## src/rtl/core/bpm_pkg.sv

```systemverilog
package bpm_pkg;

  localparam int PROCESS_ENTRIES = 32;
  localparam int PREFIX_ENTRIES  = 32;

  localparam int PID_AW = (PROCESS_ENTRIES > 1) ? $clog2(PROCESS_ENTRIES) : 1;
  localparam int PFX_AW = (PREFIX_ENTRIES > 1) ? $clog2(PREFIX_ENTRIES) : 1;

  localparam int SCAN_LEN = (PROCESS_ENTRIES > PREFIX_ENTRIES) ? PROCESS_ENTRIES
                                                               : PREFIX_ENTRIES;
  localparam int SCAN_CW  = $clog2(SCAN_LEN + 1);
  localparam int CNT_W    = 6;
  localparam int CMP_W    = (CNT_W > SCAN_CW) ? CNT_W : SCAN_CW;

  localparam int PADDR_W  = 5;
  localparam int PDATA_W  = 32;

  localparam logic [2:0] REG_POLICY_ACTIVE = 3'd0;
  localparam logic [2:0] REG_KILL_SWITCH   = 3'd1;
  localparam logic [2:0] REG_PROCESS_COUNT = 3'd2;
  localparam logic [2:0] REG_DEST_COUNT    = 3'd3;
  localparam logic [2:0] REG_SELF_PID      = 3'd4;

  localparam logic [1:0] ACT_WR_PID = 2'd0;
  localparam logic [1:0] ACT_WR_PFX = 2'd1;
  localparam logic [1:0] ACT_QUERY  = 2'd2;

  localparam logic [7:0] FAM_IPV4  = 8'd2;
  localparam logic [7:0] LEN_IPV4  = 8'd32;
  localparam logic [7:0] LEN_FULL  = 8'd128;

  typedef struct packed {
    logic             policy_active;
    logic             kill_switch;
    logic [CNT_W-1:0] process_count;
    logic [CNT_W-1:0] dest_count;
    logic [31:0]      self_pid;
  } cfg_t;

  typedef struct packed {
    logic [7:0]  family;
    logic [7:0]  plen;
    logic [63:0] addr_hi;
    logic [63:0] addr_lo;
  } pfx_entry_t;

  localparam int PFX_W = $bits(pfx_entry_t);

  typedef struct packed {
    logic capture;
    logic wr_pid;
    logic wr_pfx;
    logic scan_clr;
    logic scan_step;
    logic out_load;
  } ctrl_cmd_t;

  typedef struct packed {
    logic scan_last;
    logic out_busy;
  } dp_stat_t;

  typedef enum logic [1:0] {
    ST_IDLE,
    ST_SCAN,
    ST_FLUSH,
    ST_OUT
  } state_t;

endpackage

```

## src/rtl/core/bpm_regs.sv

```systemverilog
module bpm_regs (
  input  logic                        clk,
  input  logic                        rst_n,
  input  logic                        psel,
  input  logic                        penable,
  input  logic                        pwrite,
  input  logic [bpm_pkg::PADDR_W-1:0] paddr,
  input  logic [bpm_pkg::PDATA_W-1:0] pwdata,
  output logic [bpm_pkg::PDATA_W-1:0] prdata,
  output logic                        pready,
  output bpm_pkg::cfg_t               cfg
);
  import bpm_pkg::*;

  cfg_t       cfg_r;
  cfg_t       cfg_nxt;
  logic [2:0] reg_idx;
  logic       wr_en;

  assign reg_idx = paddr[PADDR_W-1:2];
  assign wr_en   = psel && penable && pwrite;
  assign pready  = 1'b1;
  assign cfg     = cfg_r;

  always_comb begin
    cfg_nxt = cfg_r;
    if (wr_en) begin
      unique case (reg_idx)
        REG_POLICY_ACTIVE: cfg_nxt.policy_active = pwdata[0];
        REG_KILL_SWITCH:   cfg_nxt.kill_switch   = pwdata[0];
        REG_PROCESS_COUNT: cfg_nxt.process_count = pwdata[CNT_W-1:0];
        REG_DEST_COUNT:    cfg_nxt.dest_count    = pwdata[CNT_W-1:0];
        REG_SELF_PID:      cfg_nxt.self_pid      = pwdata[31:0];
        default:           cfg_nxt = cfg_r;
      endcase
    end
  end

  always_comb begin
    unique case (reg_idx)
      REG_POLICY_ACTIVE: prdata = {{(PDATA_W-1){1'b0}}, cfg_r.policy_active};
      REG_KILL_SWITCH:   prdata = {{(PDATA_W-1){1'b0}}, cfg_r.kill_switch};
      REG_PROCESS_COUNT: prdata = {{(PDATA_W-CNT_W){1'b0}}, cfg_r.process_count};
      REG_DEST_COUNT:    prdata = {{(PDATA_W-CNT_W){1'b0}}, cfg_r.dest_count};
      REG_SELF_PID:      prdata = cfg_r.self_pid;
      default:           prdata = '0;
    endcase
  end

  always_ff @(posedge clk) begin
    if (!rst_n) begin
      cfg_r <= '0;
    end else begin
      cfg_r <= cfg_nxt;
    end
  end

endmodule

```

## config.mk

```make
export PLATFORM = sky130hd
export DESIGN_NAME = bpm_regs
export DESIGN_NICKNAME = d
export VERILOG_FILES = /design/src/rtl/core/bpm_pkg.sv /design/src/rtl/core/bpm_regs.sv
export SDC_FILE = /design/constraint.sdc
export NUM_CORES = 1
export LEC_CHECK = 0
export ABC_AREA = 1
export BUFFER_PORTS_ARGS = -buffer_cell sky130_fd_sc_hd__buf_4
export CORE_MARGIN = 3
export CORE_UTILIZATION = 48
export CTS_BUF_LIST = sky130_fd_sc_hd__clkbuf_8
export CTS_CLUSTER_SIZE = 24
export DETAILED_ROUTE_END_ITERATION = 8
export GPL_ROUTABILITY_DRIVEN = 0
export PLACE_DENSITY = 0.83
export SETUP_SLACK_MARGIN = 0.02
export SLEW_MARGIN = 30
export SYNTH_ARGS = -nofsm -noshare
export SYNTH_HDL_FRONTEND = slang
export SYNTH_SLANG_ARGS = --single-unit
```

## constraint.sdc

```tcl
create_clock -name clk -period 1.8 [get_ports clk]
set_clock_uncertainty 0.2 [all_clocks]
set_input_delay 0.27 -clock clk [delete_from_list [all_inputs] [get_ports clk]]
set_output_delay 0.27 -clock clk [all_outputs]
set_load 0.05 [all_outputs]
```

Word-level counts from Yosys, hierarchy flattened
Cells that the tools add are included.
Storage, ports and cells
  bits in registers: 46
  bits in latches: 0
  bits in writable memories: 0
  bits in read-only memories: 0
  input port bits: 42
  output and inout port bits: 79
  memories: 0
Operators by class
  add/sub/neg operators: 0
  $mul: 0
  divide/modulo/power cells: 0
  magnitude comparators: 0
  equality and inequality tests: 4
  shift operators: 0
  mux-type cells: 1
  bitwise operators: 0
  reduce and logical (&&, ||, !) cells: 8
Operators by type and width (count)
  one-hot mux 32 bit (5 select lines): 1
  AND reduction 2 bit: 5
  equality test 3 x 2 -> 1 bit (second input constant): 2
  equality test 3 x 1 -> 1 bit (second input constant): 1
  equality test 3 bit (second input constant): 1
  zero test 3 bit: 1
  logical AND 1 bit: 2

Longest topological paths before layout
  depth in word-level cells: 3
  mapped depth: 9
  mapped depth without buffers: 7

Worst setup path before layout
Ideal clock, no wire load.
  path kind: input to output
  from: input paddr[3] (netlist bit)
  to: output prdata[10] (netlist bit)
  arrival: 1395 ps
  setup slack: -65 ps
  stages on the path: 5
  buffers on the path: 2
  cells stage by stage: buf_6 nor2_4 nand2_4 buf_2 nor2_1
Between the ends
  longest elaborated chain between the ends: 2
  elaborated cells on any way between the ends: 6
  classes of those cells: 4 x eq/ne; 1 x mux; 1 x reduce/logical
RTL lines
  start, declared: line bpm_regs.sv:7  | input logic [bpm_pkg::PADDR_W-1:0] paddr,
  equality test 3 bit (tied with other cells): line bpm_regs.sv:40  | unique case (reg_idx)
  one-hot mux 32 bit (5 select lines) *: line bpm_regs.sv:40
  end, declared: line bpm_regs.sv:9  | output logic [bpm_pkg::PDATA_W-1:0] prdata,
Every way passes the cells marked *; elsewhere a longest branch is shown, timed or not.

Worst setup path in the final report
  from: input paddr[3] (netlist bit)
  to: output prdata[1] (netlist bit)
Same word-level chain as after synthesis.

==> results.md <==
- Worst Setup Start Kind: primary input
- Design Area, Final: 0.00353 sq mm
- Setup Viol. Count Final: 0
- Starting Density: 0.516
- Vias in the first global route: 2433
- Area Overhead vs Synth: 40.3%
- Worst-skew pair later-pin latency: 0.29 ns
- Hold Slack: 0.0807 ns
- Async S/R FF share, synth: 0
- Die Ht: 78.4 um
- Status: complete, no violations
- Hold path startpoint: pwdata[10]
- Initial antenna violation count: 0
- Root buf cell: clkbuf_8
- DR vias/cell: 4.61
- Largest net degree at the start of global routing: 47
- Number of synthesized register bits: 46
- I/O pin total: 121
- CP max FO: 19
- Post-synth top area share: 0.366
- GR Overflow Total: 0
- Critical path required time: 1.33 ns
- Critical Path End Type: output port
- Most used DFF post-synth: dfxtp_1
- Metal3 WL: 449 um
- Ant. Diodes: 0
- Part of the Yosys area used for sequential elements: 0.366
- Clock sink count: 46
- Residual DRC: 0
- Core Util, Final: 0.724
- Gate Count Post-Synth: 388
- Fin. Hold Viols: 0
- Netlist cell types: 20
- Final cell count without fillers: 566
- Hold depth: 5
- Worst r2r src: cfg[4]$_SDFFE_PN0P_
- Share of layout cells above drive strength 1: 0.361
- Port buffer count: 117
- Flop2flop setup slack: 0.96 ns
- First-pass GRT wire length: 10900 um
- Detailed-placement wirelength estimate: 4850 um
- Avg Inst Size Synth: 6.48 sq um
- Die Area: 0.00615 sq mm
- Worst reg2reg path depth: 2
- CTS Buf Count: 5
- Max reg flops: 46
- Hold buffers post-CTS: 0
- Synth warn: 0
- Critical path type: in -> out
- Synth cell count leaders: nor2_1 (102), nand2_1 (74), inv_1 (62), dfxtp_1 (46), nand3_1 (28)
- CORE AREA: 0.00488 sq mm
- Final wirelength: 6550 um
- Crit share post-route: 0.924
- Largest cells by area after synthesis: dfxtp_1 (37%), nor2_1 (15%), nand2_1 (11%)
- Post-route ant nets: 0
- Drt wl/cell: 11.6 um
- Post-CTS setup buffer count: 0
- DP Cell Count: 558
- Syn Nets: 430
- Top Layer Used: met4
- Via count: 2609
- Synth Cell Area: 0.00252 sq mm
- Post-route minimum period: 1.66 ns
- Bufs on Longest Clock Path: 2
- Post-synth EDFFs: 0
- Fmax: 601 MHz
- Final #Nets: 540
- RSZ-0062 raised after global routing: no
- Worst-path clk slew: 0.08 ns
- Top-count cell post-synth: nor2_1
- CTS H-tree lvls: 2
- Max-cap violations: 0
- Hold EP: cfg[10]$_SDFFE_PN0P_
- Area after DPL: 0.00342 sq mm
- Rows: 25
- Iter 0 DRT Violations: 116
- Pleak: 1.70 nW
- GRT Total Usage: 0.216
- Area leader, netlist: dfxtp_1
- R2r endpoint: cfg[4]$_SDFFE_PN0P_
- Wire length on met2: 3260 um
- DRT Pass-1 Iters: 4
- Pins over their slew limit: 0
- Pwr dens: 594 mW/mm^2
- Design Power: 0.00210 W
- M1 wire length: 2780 um
- CTS tree: built
- CTS resizes: 0
- Worst hold-check path type: in -> reg
- Max IR drop VDD: 0.430 mV
- DIE WIDTH: 78.4 um
- CP Data Arrival Time: 1.19 ns
[how the worst max path moves through the flow]
stage	endpoint	startpoint	slack (ns)
floorplan	prdata[10]	paddr[3]	-0.07
global placement	prdata[0]	paddr[4]	0.09
detailed placement	prdata[0]	paddr[4]	0.10
CTS	prdata[0]	paddr[4]	0.10
global route	prdata[0]	paddr[4]	0.04
finish	prdata[1]	paddr[3]	0.14
[per-stage QoR]
stage	TNS [ns]	setup WS, ns
detailed placement	0	0.103
finish	0	0.137
global route	0	0.0365
global placement	0	0.0946
floorplan	-1.60	-0.0652
CTS	0	0.101
[worst max-delay path, stage by stage]
cell and delay [ns]:
buf_4 0.14, inv_1 0.07, nand2_2 0.07, nor2_4 0.13, buf_12 0.17, nand2_1 0.06
nand3_1 0.07, buf_4 0.20
[report_power, final]
part           internal, W  switching, W
sequential         0.00103     0.0000106
combinational     0.000120      0.000199
clock             0.000404      0.000334
[layout make-up]
type	count	area [sq um]
fillers	423	1350
multi-input cells	255	1210
repair buffers	125	963
flip-flops and latches	46	921
inverters	65	244
well taps	67	83.8
clock buffers	5	68.8
clock inverters	3	37.5
[kinds of logic (layout without fill, tap and decap cells)]
kind of cell | after synthesis | in the layout | share of synthesized area
AO/OA/AOI/OAI | 2 | 2 | 0.00398
buffers and inverters | 87 | 198 | 0.154
other | 1 | 1 | 0.00149
AND/OR/NAND/NOR | 252 | 252 | 0.474
flip-flops | 46 | 46 | 0.366
[metal layers]
| layer | global-route usage | up-vias |
|---|---|---|
| met4 | 0.0507 | 0 |
| met1 | 0.256 | 1156 |
| met2 | 0.393 | 91 |
| met5 | 0 | - |
| met3 | 0.0505 | 6 |
| li1 | - | 1356 |
[cell usage in the layout (no fill, tap or decap)]
cell       netlist  layout
nand2_2          1       1
inv_1           62      63
buf_4            4     123
dfxtp_1         46      46
inv_2            2       3
clkbuf_8         0       5
nor2_4           2       3
nand4_1          1       1
nor3_1           1       1
nor2_1         102     102
a21oi_1          2       2
nand2_4          1       1
nand3_1         28      28
nand2_1         74      74
bufinv_16        0       1
conb_1           1       1
clkinv_1         1       1
nor2_2          21      20
nand3_2         21      21
buf_12           0       2
Note: power is estimated with default switching activity, not from simulation.
