## src/rtl/core/bpm_pkg.sv

```systemverilog
package bpm_pkg;

  localparam int PROCESS_ENTRIES = 32;
  localparam int PREFIX_ENTRIES  = 32;

  localparam int PID_AW = (PROCESS_ENTRIES > 1) ? $clog2(PROCESS_ENTRIES) : 1;
  localparam int PFX_AW = (PREFIX_ENTRIES > 1) ? $clog2(PREFIX_ENTRIES) : 1;

  localparam int SCAN_LEN = (PROCESS_ENTRIES > PREFIX_ENTRIES) ? PROCESS_ENTRIES
                                                               : PREFIX_ENTRIES;
  localparam int SCAN_CW  = $clog2(SCAN_LEN + 1);
  localparam int CNT_W    = 6;
  localparam int CMP_W    = (CNT_W > SCAN_CW) ? CNT_W : SCAN_CW;

  localparam int PADDR_W  = 5;
  localparam int PDATA_W  = 32;

  localparam logic [2:0] REG_POLICY_ACTIVE = 3'd0;
  localparam logic [2:0] REG_KILL_SWITCH   = 3'd1;
  localparam logic [2:0] REG_PROCESS_COUNT = 3'd2;
  localparam logic [2:0] REG_DEST_COUNT    = 3'd3;
  localparam logic [2:0] REG_SELF_PID      = 3'd4;

  localparam logic [1:0] ACT_WR_PID = 2'd0;
  localparam logic [1:0] ACT_WR_PFX = 2'd1;
  localparam logic [1:0] ACT_QUERY  = 2'd2;

  localparam logic [7:0] FAM_IPV4  = 8'd2;
  localparam logic [7:0] LEN_IPV4  = 8'd32;
  localparam logic [7:0] LEN_FULL  = 8'd128;

  typedef struct packed {
    logic             policy_active;
    logic             kill_switch;
    logic [CNT_W-1:0] process_count;
    logic [CNT_W-1:0] dest_count;
    logic [31:0]      self_pid;
  } cfg_t;

  typedef struct packed {
    logic [7:0]  family;
    logic [7:0]  plen;
    logic [63:0] addr_hi;
    logic [63:0] addr_lo;
  } pfx_entry_t;

  localparam int PFX_W = $bits(pfx_entry_t);

  typedef struct packed {
    logic capture;
    logic wr_pid;
    logic wr_pfx;
    logic scan_clr;
    logic scan_step;
    logic out_load;
  } ctrl_cmd_t;

  typedef struct packed {
    logic scan_last;
    logic out_busy;
  } dp_stat_t;

  typedef enum logic [1:0] {
    ST_IDLE,
    ST_SCAN,
    ST_FLUSH,
    ST_OUT
  } state_t;

endpackage

```

## src/rtl/core/bpm_ctrl.sv

```systemverilog
module bpm_ctrl (
  input  logic                clk,
  input  logic                rst_n,
  input  logic                in_valid,
  input  logic [1:0]          in_action,
  output logic                in_stall,
  input  bpm_pkg::dp_stat_t   stat,
  output bpm_pkg::ctrl_cmd_t  cmd
);
  import bpm_pkg::*;

  state_t state_r;
  state_t state_nxt;

  always_ff @(posedge clk) begin
    if (!rst_n) begin
      state_r <= ST_IDLE;
    end else begin
      state_r <= state_nxt;
    end
  end

  always_comb begin
    state_nxt = state_r;
    cmd       = '0;
    in_stall  = 1'b1;
    unique case (state_r)
      ST_IDLE: begin
        in_stall = 1'b0;
        if (in_valid) begin
          cmd.capture = 1'b1;
          unique case (in_action)
            ACT_WR_PID: cmd.wr_pid = 1'b1;
            ACT_WR_PFX: cmd.wr_pfx = 1'b1;
            ACT_QUERY: begin
              cmd.scan_clr = 1'b1;
              state_nxt    = ST_SCAN;
            end
            default: ;
          endcase
        end
      end
      ST_SCAN: begin
        cmd.scan_step = 1'b1;
        if (stat.scan_last) begin
          state_nxt = ST_FLUSH;
        end
      end
      ST_FLUSH: begin
        state_nxt = ST_OUT;
      end
      ST_OUT: begin
        if (!stat.out_busy) begin
          cmd.out_load = 1'b1;
          state_nxt    = ST_IDLE;
        end
      end
      default: state_nxt = ST_IDLE;
    endcase
  end

endmodule

```

## config.mk

```make
export PLATFORM = sky130hd
export DESIGN_NAME = bpm_ctrl
export DESIGN_NICKNAME = d
export VERILOG_FILES = /design/src/rtl/core/bpm_pkg.sv /design/src/rtl/core/bpm_ctrl.sv
export SDC_FILE = /design/constraint.sdc
export NUM_CORES = 1
export LEC_CHECK = 0
export ABC_CLOCK_PERIOD_IN_PS = 3600
export BUFFER_PORTS_ARGS = -buffer_cell sky130_fd_sc_hd__clkbuf_2
export CAP_MARGIN = 20
export CORE_AREA = 5 5 42 44
export DETAILED_ROUTE_END_ITERATION = 8
export DIE_AREA = 0 0 47 49
export GPL_ROUTABILITY_DRIVEN = 0
export MAX_ROUTING_LAYER = met4
export PLACE_DENSITY_LB_ADDON = 0.08
export SYNTH_ARGS = -nofsm -noshare
export SYNTH_HDL_FRONTEND = slang
export SYNTH_SLANG_ARGS = --single-unit
```

## constraint.sdc

```tcl
create_clock -name clk -period 3.6 [get_ports clk]
set_clock_uncertainty 0.2 [all_clocks]
set_input_delay 0.18 -clock clk [delete_from_list [all_inputs] [get_ports clk]]
set_output_delay 0.18 -clock clk [all_outputs]
set_load 0.1 [all_outputs]
```

# ---- Yosys cells after proc, flatten, opt, wreduce, memory -nomap -nowiden
# Cells that the tools add are included.
dict set report classes {
  shifts 0
  bitwise 0
  div 0
  n_reduce_logical 3
  n_mux 14
  n_eq_ne 9
  mul 0
  addsub 0
  order_cmp 0
}
# op count
set ops {}
lappend ops {{2-to-1 mux 2 bit} 4}
lappend ops {{2-to-1 mux 4 bit} 2}
lappend ops {{case mux 2 bit (4 select lines)} 1}
lappend ops {{2-to-1 mux 1 bit} 7}
lappend ops {{== test 2 bit (second input constant)} 3}
lappend ops {{inequality test 2 bit (second input constant)} 3}
lappend ops {{== test 2 x 1 -> 1 bit (second input constant)} 2}
lappend ops {{logical NOT 2 bit} 2}
lappend ops {{AND reduction 4 bit} 1}
lappend ops {{inequality test 2 x 1 -> 1 bit (second input constant)} 1}
dict set report word_totals {
  input_bits 7
  n_memories 0
  output_inout_bits 7
  reg_bits 2
  rom_bits 0
  latchBits 0
  word_cells 27
  mem_bits_rw 0
}

# ---- Depth between registers and ports, before layout
# Gate-level depths: netlist of the first run.
dict set report depth {
  depth_word 4
  mapped_depth 5
}

# ---- Least setup slack after synthesis of the first run
# Ideal clock, no wire load.
dict set report synth_timing {
  path_kind {flip-flop to output port}
  start {register state_r[0]}
  end {output port cmd[3] (netlist bit)}
  path_slack_ns 0.264
  required_ns 3.220
  n_path_buf 0
  path_stages_with_launch 5
  arrival_time_ns 2.956
  cell_sequence {dfxtp_1 inv_1 ha_1 nand2_1 nor3b_1}
}
# element line_no
set synth_lines {}
lappend synth_lines {{from (decl)} bpm_ctrl.sv:12} ;# state_t state_r;
lappend synth_lines {{from (signal assigned)} bpm_ctrl.sv:19} ;# state_r <= state_nxt;
lappend synth_lines {{to (decl)} bpm_ctrl.sv:8} ;# output bpm_pkg::ctrl_cmd_t cmd

==> results.yml, run 1 <==
synth:
  synth.largest_area_cell: "ha_1"
  syn_area_um2: 238
  seq_area_frac_synth_pct: 16.8
  synthCells: 26
  syn_avg_cell_area_um2: 9.14
  synth.top_cell.area_share_pct: 26.3
  syn_nets: 38
  synth_area_leaders: "ha_1, dfxtp_1, nand3b_4"
  yosys_warnings: 0
  netlist-cell-type-count: 14
  ys_ff_latch: 2
worst_setup_path:
  critical_path_peak_fanout: 4
  startpoint_type: "flop"
  critPathCaptureType: "output pin"
  crit_required_ps: 3220
  path_class: "flop to output pin"
  critical_path_arrival_ps: 1690
  cp-startpoint: "state_r[0]$_SDFFE_PN0P_"
  regToRegStartpoint: "state_r[0]$_SDFFE_PN0P_"
clock_tree:
  cts_sinks: 2
  cts_tree: "yes"
  cts_buffers: 3
  path_clk_slew_ps: 30
  cts_resized: 0
  hold_buffers: 0
  cts_max_level: 1
  clk_path_buf_depth: 2
  clock-root-buffer: "clkbuf_4"
  post_cts_buffers: 0
  insertion_delay_ps: 220
global_route:
  grt_max_degree: 5
  track_usage_pct: 5.26
  antenna_found_initial: 0
  grt_overflow: 0
  grt_pass1_vias: 228
  grt_pass1_wl_um: 828
timing:
  worst_slew_pin_slew_ps: 541
  fin_crit_sh_pct: 57.6
  period_minus_slack_ps: 2070
  slew_viol_final: 0
  rsz0062_at_grt: "false"
  finalSetupTns_ps: 0
  max_freq_mhz: 482
  max_slew_margin_pct: 64.1
  setup_viol: 0
  hold_viol: 0
finish:
  largest_reg_flops: 2
  syn_to_final_growth_pct: 45.3
  largestRegisters: "state_r x2"
  drive_above_1_share_pct: 42.9
  antenna_cells: 0
  top_register: "state_r"
  final_nets: 56
hold_path:
  worst_hold_path_type: "input pin to flop"
  hp-start: "rst_n"
placed_design:
  place.port_buffers: 13
drt:
  vias: 224
  first_iter_violations: 1
  drc_errors: 0
  wl_um: 535
  ant_nets: 0
  dr.pass1.iters: 2
  avgRoutedWirePerCell_um: 9.22
  via_per_inst: 3.86
die:
  die_area_um2: 2300
  die_y_um: 49
  coreArea_um2: 1400
  start_util_pct: 17.0
  die_w_um: 47
  io_pins: 14
  rows: 14
outcome:
  status: "completed"
job:
  max_cap_violations: 0
synthesized netlist by cell type:
| library cell | count |
|---|---|
| a2111o_1 | 1 |
| a211oi_2 | 1 |
| and2_0 | 1 |
| dfxtp_1 | 2 |
| ha_1 | 5 |
| inv_1 | 4 |
| mux2i_1 | 1 |
| nand2_1 | 3 |
| nand3b_4 | 1 |
| nor2b_1 | 2 |
| nor3_1 | 1 |
| nor3b_1 | 2 |
| o211a_1 | 1 |
| or2_1 | 1 |
path summary, 6_finish.rpt:
check                                  to  slack, ps  cells after the start
hold reg to reg   state_r[1]$_SDFFE_PN0P_        300                      2
setup / recovery                   cmd[3]       1530                      5
setup reg to reg  state_r[0]$_SDFFE_PN0P_       1890                      5
hold / removal    state_r[0]$_SDFFE_PN0P_         10                      2
layout make-up:
type	instances	area [µm²]
multi-input combinational	20	183
inverter	4	15.0
tap	16	20.0
timing repair buffer	13	65.1
sequential	2	40.0
clock buffer	3	22.5
fill	167	1060
kinds of logic after synthesis:
group | share of synthesized area, %
and+or+nand+nor | 32.1
adders and majority gates | 26.3
buffers and inverters | 6.31
AOI/OAI and AO/OA | 14.2
DFF | 16.8
muxes | 4.21
cell usage in the layout, fill, tap and decap left out:
cell type and count:
nor3b_1 2, inv_1 4, a2111o_1 1, nor3_1 1, nor2b_1 2, and2_0 1
ha_1 5, dfxtp_1 2, o211a_1 1, nand2_1 3, clkbuf_4 3, or2_1 1
clkbuf_2 13, mux2i_1 1, a211oi_2 1, nand3b_4 1
metal layers:
metal  vias up  share of wire (%)  track usage, %
met5         -                  0               -
met1        97                 35            4.14
met3         0                9.7            1.11
met4         0                  0            5.53
met2         8                 55            8.82
li1        119                  -               -
per-stage QoR:
stage / instance area [µm²] / worst slack (ps) / utilization [%] / std cells / hold WS [ps]
floorplan: 238 / 264 / - / 26 / 113
global placement: 323 / 1760 / 23.0 / 55 / 233
detailed placement: 323 / 1730 / 23.0 / 55 / 247
CTS: 345 / 1480 / 24.6 / 58 / 11.1
global route: 345 / 1350 / 24.6 / 58 / 19.4
finish: 345 / 1530 / 24.6 / 58 / 14.7
worst max-delay path, cell delays in order (launching register included):
cell and delay, ps:
dfxtp_1 330, inv_1 110, ha_1 230, nand2_1 120, nor3b_1 200, clkbuf_2 480
Power of run 1 is left out: the tool's default activity adds up to more than one toggle a clock period on the data nets, which glitch-free logic cannot reach.
==> inputs of run 2 (changes only) <==
--- a/config.mk
+++ b/config.mk
@@ -5,7 +5,8 @@
 export SDC_FILE = /design/constraint.sdc
 export NUM_CORES = 1
 export LEC_CHECK = 0
-export ABC_CLOCK_PERIOD_IN_PS = 3600
+export ABC_AREA = 1
+export ABC_CLOCK_PERIOD_IN_PS = 1700
 export BUFFER_PORTS_ARGS = -buffer_cell sky130_fd_sc_hd__clkbuf_2
 export CAP_MARGIN = 20
 export CORE_AREA = 5 5 42 44
==> constraint.sdc (replaced) <==
create_clock -name clk -period 1.7 [get_ports clk]
set_clock_uncertainty 0.2 [all_clocks]
set_input_delay 0.085 -clock clk [delete_from_list [all_inputs] [get_ports clk]]
set_output_delay 0.085 -clock clk [all_outputs]
set_load 0.1 [all_outputs]
==> run 2 against run 1 <==
Non-clock buffer count rose by 1. First-iteration DRC count rose to 3.0 times the previous value. Worst setup slack got worse by 1400 ps. Die area did not move. Core utilization rose by 9.4 points. Register-to-register slack got worse by 1500 ps. Synthesized cell count rose by 35%. Critical path type unchanged. Highest routed layer unchanged.
==> results.yml, run 2 <==
synth:
  synth_edf_count: 0
  async_flop_share_pct: 0
  synth_area_leaders: "ha_1, dfxtp_1, inv_1"
  synthFlopType: "dfxtp_1"
  ys_ff_latch: 2
  synth_fa_ha_area_share_pct: 27.6
  netlist_top_cells_count: "inv_1, nor2_1, ha_1"
  seq_area_frac_synth_pct: 17.7
  syn_nets: 47
  yosys.area_share.simple_pct: 35.4
  netlist-cell-type-count: 11
  synth_xor_xnor_area_share_pct: 0
  synth_compound_area_share_pct: 4.42
  yosys_warnings: 0
  synth_top_family_by_area: "simple AND/OR/NAND/NOR gates"
  syn_area_um2: 226
  syn_avg_cell_area_um2: 6.47
  synth.largest_area_cell: "ha_1"
  synthCells: 35
  synthMuxAreaShare_pct: 0
  yosysMostFrequentCell: "inv_1"
  synth.top_cell.area_share_pct: 27.6
clock_tree:
  cts_sinks: 2
  cts_max_level: 1
  insertion_delay_ps: 220
  cts_resized: 0
  clock-root-buffer: "clkbuf_4"
  cts_buffers: 3
  path_clk_slew_ps: 30
  clk_path_buf_depth: 2
  cts_tree: "yes"
die:
  start_util_pct: 16.2
  rows: 14
  die_w_um: 47
  io_pins: 14
  die_area_um2: 2300
  die_y_um: 49
  coreArea_um2: 1400
global_route:
  grt_pass1_vias: 262
  grt_max_degree: 5
  track_usage_pct: 6.50
  grt_pass1_wl_um: 1010
  antenna_found_initial: 0
  grt_overflow: 0
timing:
  period_minus_slack_ps: 1610
  fin_crit_sh_pct: 94.5
  max_slew_margin_pct: 81.5
  max_freq_mhz: 622
  setup_viol: 0
  rsz0062_at_grt: "false"
  hold_viol: 0
  worst_slew_pin_slew_ps: 279
  slew_viol_final: 0
worst_setup_path:
  startpoint_type: "flop"
  critPathCaptureType: "output pin"
  critical_path_peak_fanout: 4
  cp-startpoint: "state_r[0]$_SDFFE_PN0P_"
  reg2reg_slack_ps: 340
  path_cells: "inv_2 > ha_2 > nand2_2 > nor3_4 > buf_12"
  crit_cells: 5
  regToRegStartpoint: "state_r[1]$_SDFFE_PN0P_"
  endpoint: "cmd[3]"
  path_class: "flop to output pin"
  crit_buf_inv: 2
  r2r.worst_path.cells: 8
  cpMaxStageDelayCell: "dfxtp_1"
  crit_required_ps: 1410
  critPathMaxStageDelay_ps: 340
  r2r-end: "state_r[0]$_SDFFE_PN0P_"
  critical_path_arrival_ps: 1320
  cpLargestDelayFamily: "flip-flops"
placed_design:
  hpwl_um: 517
  place.port_buffers: 13
  postPlaceCellArea_um2: 444
finish:
  drive_above_1_share_pct: 53.8
  final_area_um2: 477
  syn_to_final_growth_pct: 110
  final_nets: 66
  layout_commonest_cell: "inv_1"
  largestRegisters: "state_r x2"
  top_register: "state_r"
  final_cell_mix: "inv_1, clkbuf_2, buf_12, nor2_1"
  num-fill-cells: 162
  largest_reg_flops: 2
  antenna_cells: 0
drt:
  first_iter_violations: 3
  wl_um: 577
  avgRoutedWirePerCell_um: 8.49
  dr.pass1.iters: 4
  via_per_inst: 3.91
  vias: 266
  ant_nets: 0
  drc_errors: 0
job:
  max_cap_violations: 0
hold_path:
  hp-start: "stat[0]"
  worst_hold_path_type: "input pin to flop"
outcome:
  status: "completed"
run 2: per-stage QoR:
stage | setup TNS, ps | util, % | worst slack, ps | hold WS, ps | instances
global route | 0 | 34.0 | 18.3 | 174 | 68
detailed placement | 0 | 31.7 | 270 | 114 | 64
CTS | 0 | 34.0 | 29.8 | 141 | 68
floorplan | -302 | - | -216 | 5.72 | 35
finish | 0 | 34.0 | 93.3 | 138 | 68
global placement | 0 | 31.7 | 293 | 111 | 64
run 2: worst min-delay path by stage:
stage	to	slack, ps	depth (start not counted)
floorplan	state_r[1]$_SDFFE_PN0P_	6	2
detailed placement	state_r[0]$_SDFFE_PN0P_	110	3
global placement	state_r[1]$_SDFFE_PN0P_	110	3
finish	state_r[1]$_SDFFE_PN0P_	140	7
global route	state_r[0]$_SDFFE_PN0P_	170	5
CTS	state_r[1]$_SDFFE_PN0P_	140	7
run 2: worst reg2reg max path, stage by stage, from the launching register on:
cell     delay [ps]
dfxtp_1         380
inv_2            70
ha_2            180
inv_1            50
nor2_1           40
nor2_2          150
nand3_1         100
nand2_1          60
nor2_1           30
run 2: what timing repair did:
item | 4_1_cts | 5_1_grt
setup buffers | 0 | 0
hold buffers | 1 | 0
endpoints found under the hold margin | 2 | 0
endpoints found under the setup margin | 0 | 1
run 2: cell families (layout without fill, tap and decap cells):
group | count (synthesis) | after routing
AOI/OAI and AO/OA | 2 | 2
DFF | 2 | 2
adders and majority gates | 5 | 5
buffers and inverters | 9 | 26
and+or+nand+nor | 17 | 17
run 2: metal layers:
metal	wire, µm	global-route usage [%]
met1	216	6.81
met2	269	7.92
met3	91	4.43
met4	0	5.53
met5	0	-
run 2: final cells by class:
cell class / count / area [µm²] / area share, %
inverters: 9 / 33.8 / 7.09
multi-input cells: 24 / 193 / 40.4
repair buffers: 14 / 168 / 35.2
well taps: 16 / 20.0 / 4.20
clock buffers: 3 / 22.5 / 4.72
flip-flops and latches: 2 / 40.0 / 8.40
Power of run 2 is left out for the same reason.
==> inputs of run 3 (changes only) <==
--- a/config.mk
+++ b/config.mk
@@ -5,7 +5,6 @@
 export SDC_FILE = /design/constraint.sdc
 export NUM_CORES = 1
 export LEC_CHECK = 0
-export ABC_AREA = 1
 export ABC_CLOCK_PERIOD_IN_PS = 1700
 export BUFFER_PORTS_ARGS = -buffer_cell sky130_fd_sc_hd__clkbuf_2
 export CAP_MARGIN = 20
==> run 3 against run 2 <==
Sequential cell count stayed put. Count of clock-buffer cells in the layout stayed put. First-iteration DRC count is 100% lower. Register-to-register slack worse by 260 ps. Die area stayed put. Non-clock buffer count is 2 higher. Worst setup slack worse by 18 ps. Sequential share of layout area is 0.50 points lower. Hold slack worse by 12 ps.
==> results.yml, run 3 (synthesis gave the netlist of run 1 again) <==
outcome:
  status: "completed"
clock_tree:
  cts_buffers: 3
  cts_sinks: 2
  cts_max_level: 1
  insertion_delay_ps: 220
  path_clk_slew_ps: 30
  clock-root-buffer: "clkbuf_4"
  clk_path_buf_depth: 2
  cts_tree: "yes"
pwr:
  power_frac_comb_pct: 81.6
  p_sw_mw: 0.569
  internal_power_mw: 0.453
  pwr-share-clk_pct: 10.1
  power_frac_seq_pct: 8.3
  power_mw: 1.02
  switching_share_pct: 55.7
  powerDensity_nw_per_um2: 1950
  ir_worst_vdd_mv: 0.844
  leakage_nw: 0.251
hold_path:
  hold_end: "state_r[1]$_SDFFE_PN0P_"
  worst_hold_path_type: "input pin to flop"
  hp-start: "in_valid"
  hold_depth: 4
timing:
  hold_viol: 0
  max_slew_margin_pct: 81.6
  rsz0062_at_grt: "true"
  setup_viol: 0
  worst_slew_pin_slew_ps: 279
  period_minus_slack_ps: 1620
  fin_crit_sh_pct: 95.6
  max_freq_mhz: 616
  slew_viol_final: 0
  fin_ws_ps: 75.6
worst_setup_path:
  regToRegStartpoint: "state_r[0]$_SDFFE_PN0P_"
  path_cells: "inv_2 > ha_1 > or2_1 > a2111o_1 > o211a_1"
  path_class: "flop to flop"
  critical_path_peak_fanout: 3
  crit_required_ps: 1610
  cpMaxStageDelayCell: "a2111o_1"
  cp-startpoint: "state_r[0]$_SDFFE_PN0P_"
  reg2reg_slack_ps: 80
  r2r.worst_path.cells: 5
  critPathCaptureType: "flop"
  critPathMaxStageDelay_ps: 380
  critical_path_arrival_ps: 1540
  r2r-end: "state_r[0]$_SDFFE_PN0P_"
  startpoint_type: "flop"
finish:
  final_cell_mix: "clkbuf_2, buf_12, ha_1, clkbuf_4, buf_4"
  top_register: "state_r"
  syn_to_final_growth_pct: 120
  final_nets: 59
  drive_above_1_share_pct: 66.7
  antenna_cells: 0
  largestRegisters: "state_r x2"
  final_area_um2: 523
  largest_reg_flops: 2
drt:
  drc_errors: 0
  first_iter_violations: 0
  route.met3.wl_um: 72
  wl_um: 646
  wl_met1_um: 191
  met2WireLength_um: 373
  avgRoutedWirePerCell_um: 10.6
  top_layer: "met4"
  via_per_inst: 4.10
  ant_nets: 0
  vias: 250
  dr.pass1.iters: 1
die:
  die_area_um2: 2300
  die_y_um: 49
  rows: 14
  die_w_um: 47
  io_pins: 14
  coreArea_um2: 1400
  start_util_pct: 17.0
global_route:
  grt_pass1_wl_um: 1130
  track_usage_pct: 7.64
  grt_pass1_vias: 268
  grt_max_degree: 5
  antenna_found_initial: 0
  grt_overflow: 0
placed_design:
  place.port_buffers: 13
  postPlaceCellArea_um2: 483
  hpwl_um: 592
  dp_slack_ps: 61.0
job:
  max_cap_violations: 0
## run 3: metal layers
layer  up-vias  global-route usage [%]
li1        128                       -
met1       110                    5.24
met2        10                    12.4
met3         2                    4.43
met4         0                    6.91
met5         -                       -
## run 3: critical path, delay by kind of cell (launching register included)
kind / cells / cell delay [ps]
AOI/OAI and AO/OA: 2 / 510
adders and majority gates: 1 / 180
buffers and inverters: 1 / 70
DFF: 1 / 330
and+or+nand+nor: 1 / 230
## run 3: how the worst max path moves through the flow
stage / endpoint / slack (ps) / cells past startpoint
after floorplan: cmd[2] / -80 / 4
after CTS: cmd[2] / 30 / 5
after detailed placement: state_r[0]$_SDFFE_PN0P_ / 60 / 5
after global placement: state_r[0]$_SDFFE_PN0P_ / 90 / 5
final: state_r[0]$_SDFFE_PN0P_ / 80 / 5
after global routing: state_r[0]$_SDFFE_PN0P_ / -0.9 / 5
## run 3: layout make-up
class                      instances  area, µm²
timing repair buffer              16        183
inverter                           4       15.0
multi-input combinational         20        241
fill                             155        878
sequential                         2       41.3
tap                               16       20.0
clock buffer                       3       22.5
## run 3: power by group through the flow
stage                     Combinational (mW)  Clock [mW]  Sequential (mW)
after detailed placement               0.825           0           0.0855
after global routing                   0.876       0.126           0.0876
after floorplan                        0.573           0           0.0875
after CTS                              0.827       0.109           0.0851
final                                  0.833       0.103           0.0847
after global placement                 0.810           0           0.0856
## run 3: metrics by stage
stage | hold slack, ps | setup TNS [ps] | utilization (%) | instances
final | 126 | 0 | 37.3 | 61
after global routing | 123 | -0.913 | 37.3 | 61
after CTS | 122 | 0 | 36.8 | 60
after detailed placement | 150 | 0 | 34.5 | 56
after global placement | 133 | 0 | 34.5 | 56
after floorplan | 18.4 | -211 | - | 26
## run 3: repair_timing
| item | CTS | global route |
|---|---|---|
| endpoints found under the hold margin | 2 | 0 |
| resized for setup | 0 | 0 |
| hold buffers | 1 | 0 |
| setup buffers | 0 | 1 |
| setup endpoints to repair | 0 | 3 |
(Power assumes the default switching activity.)
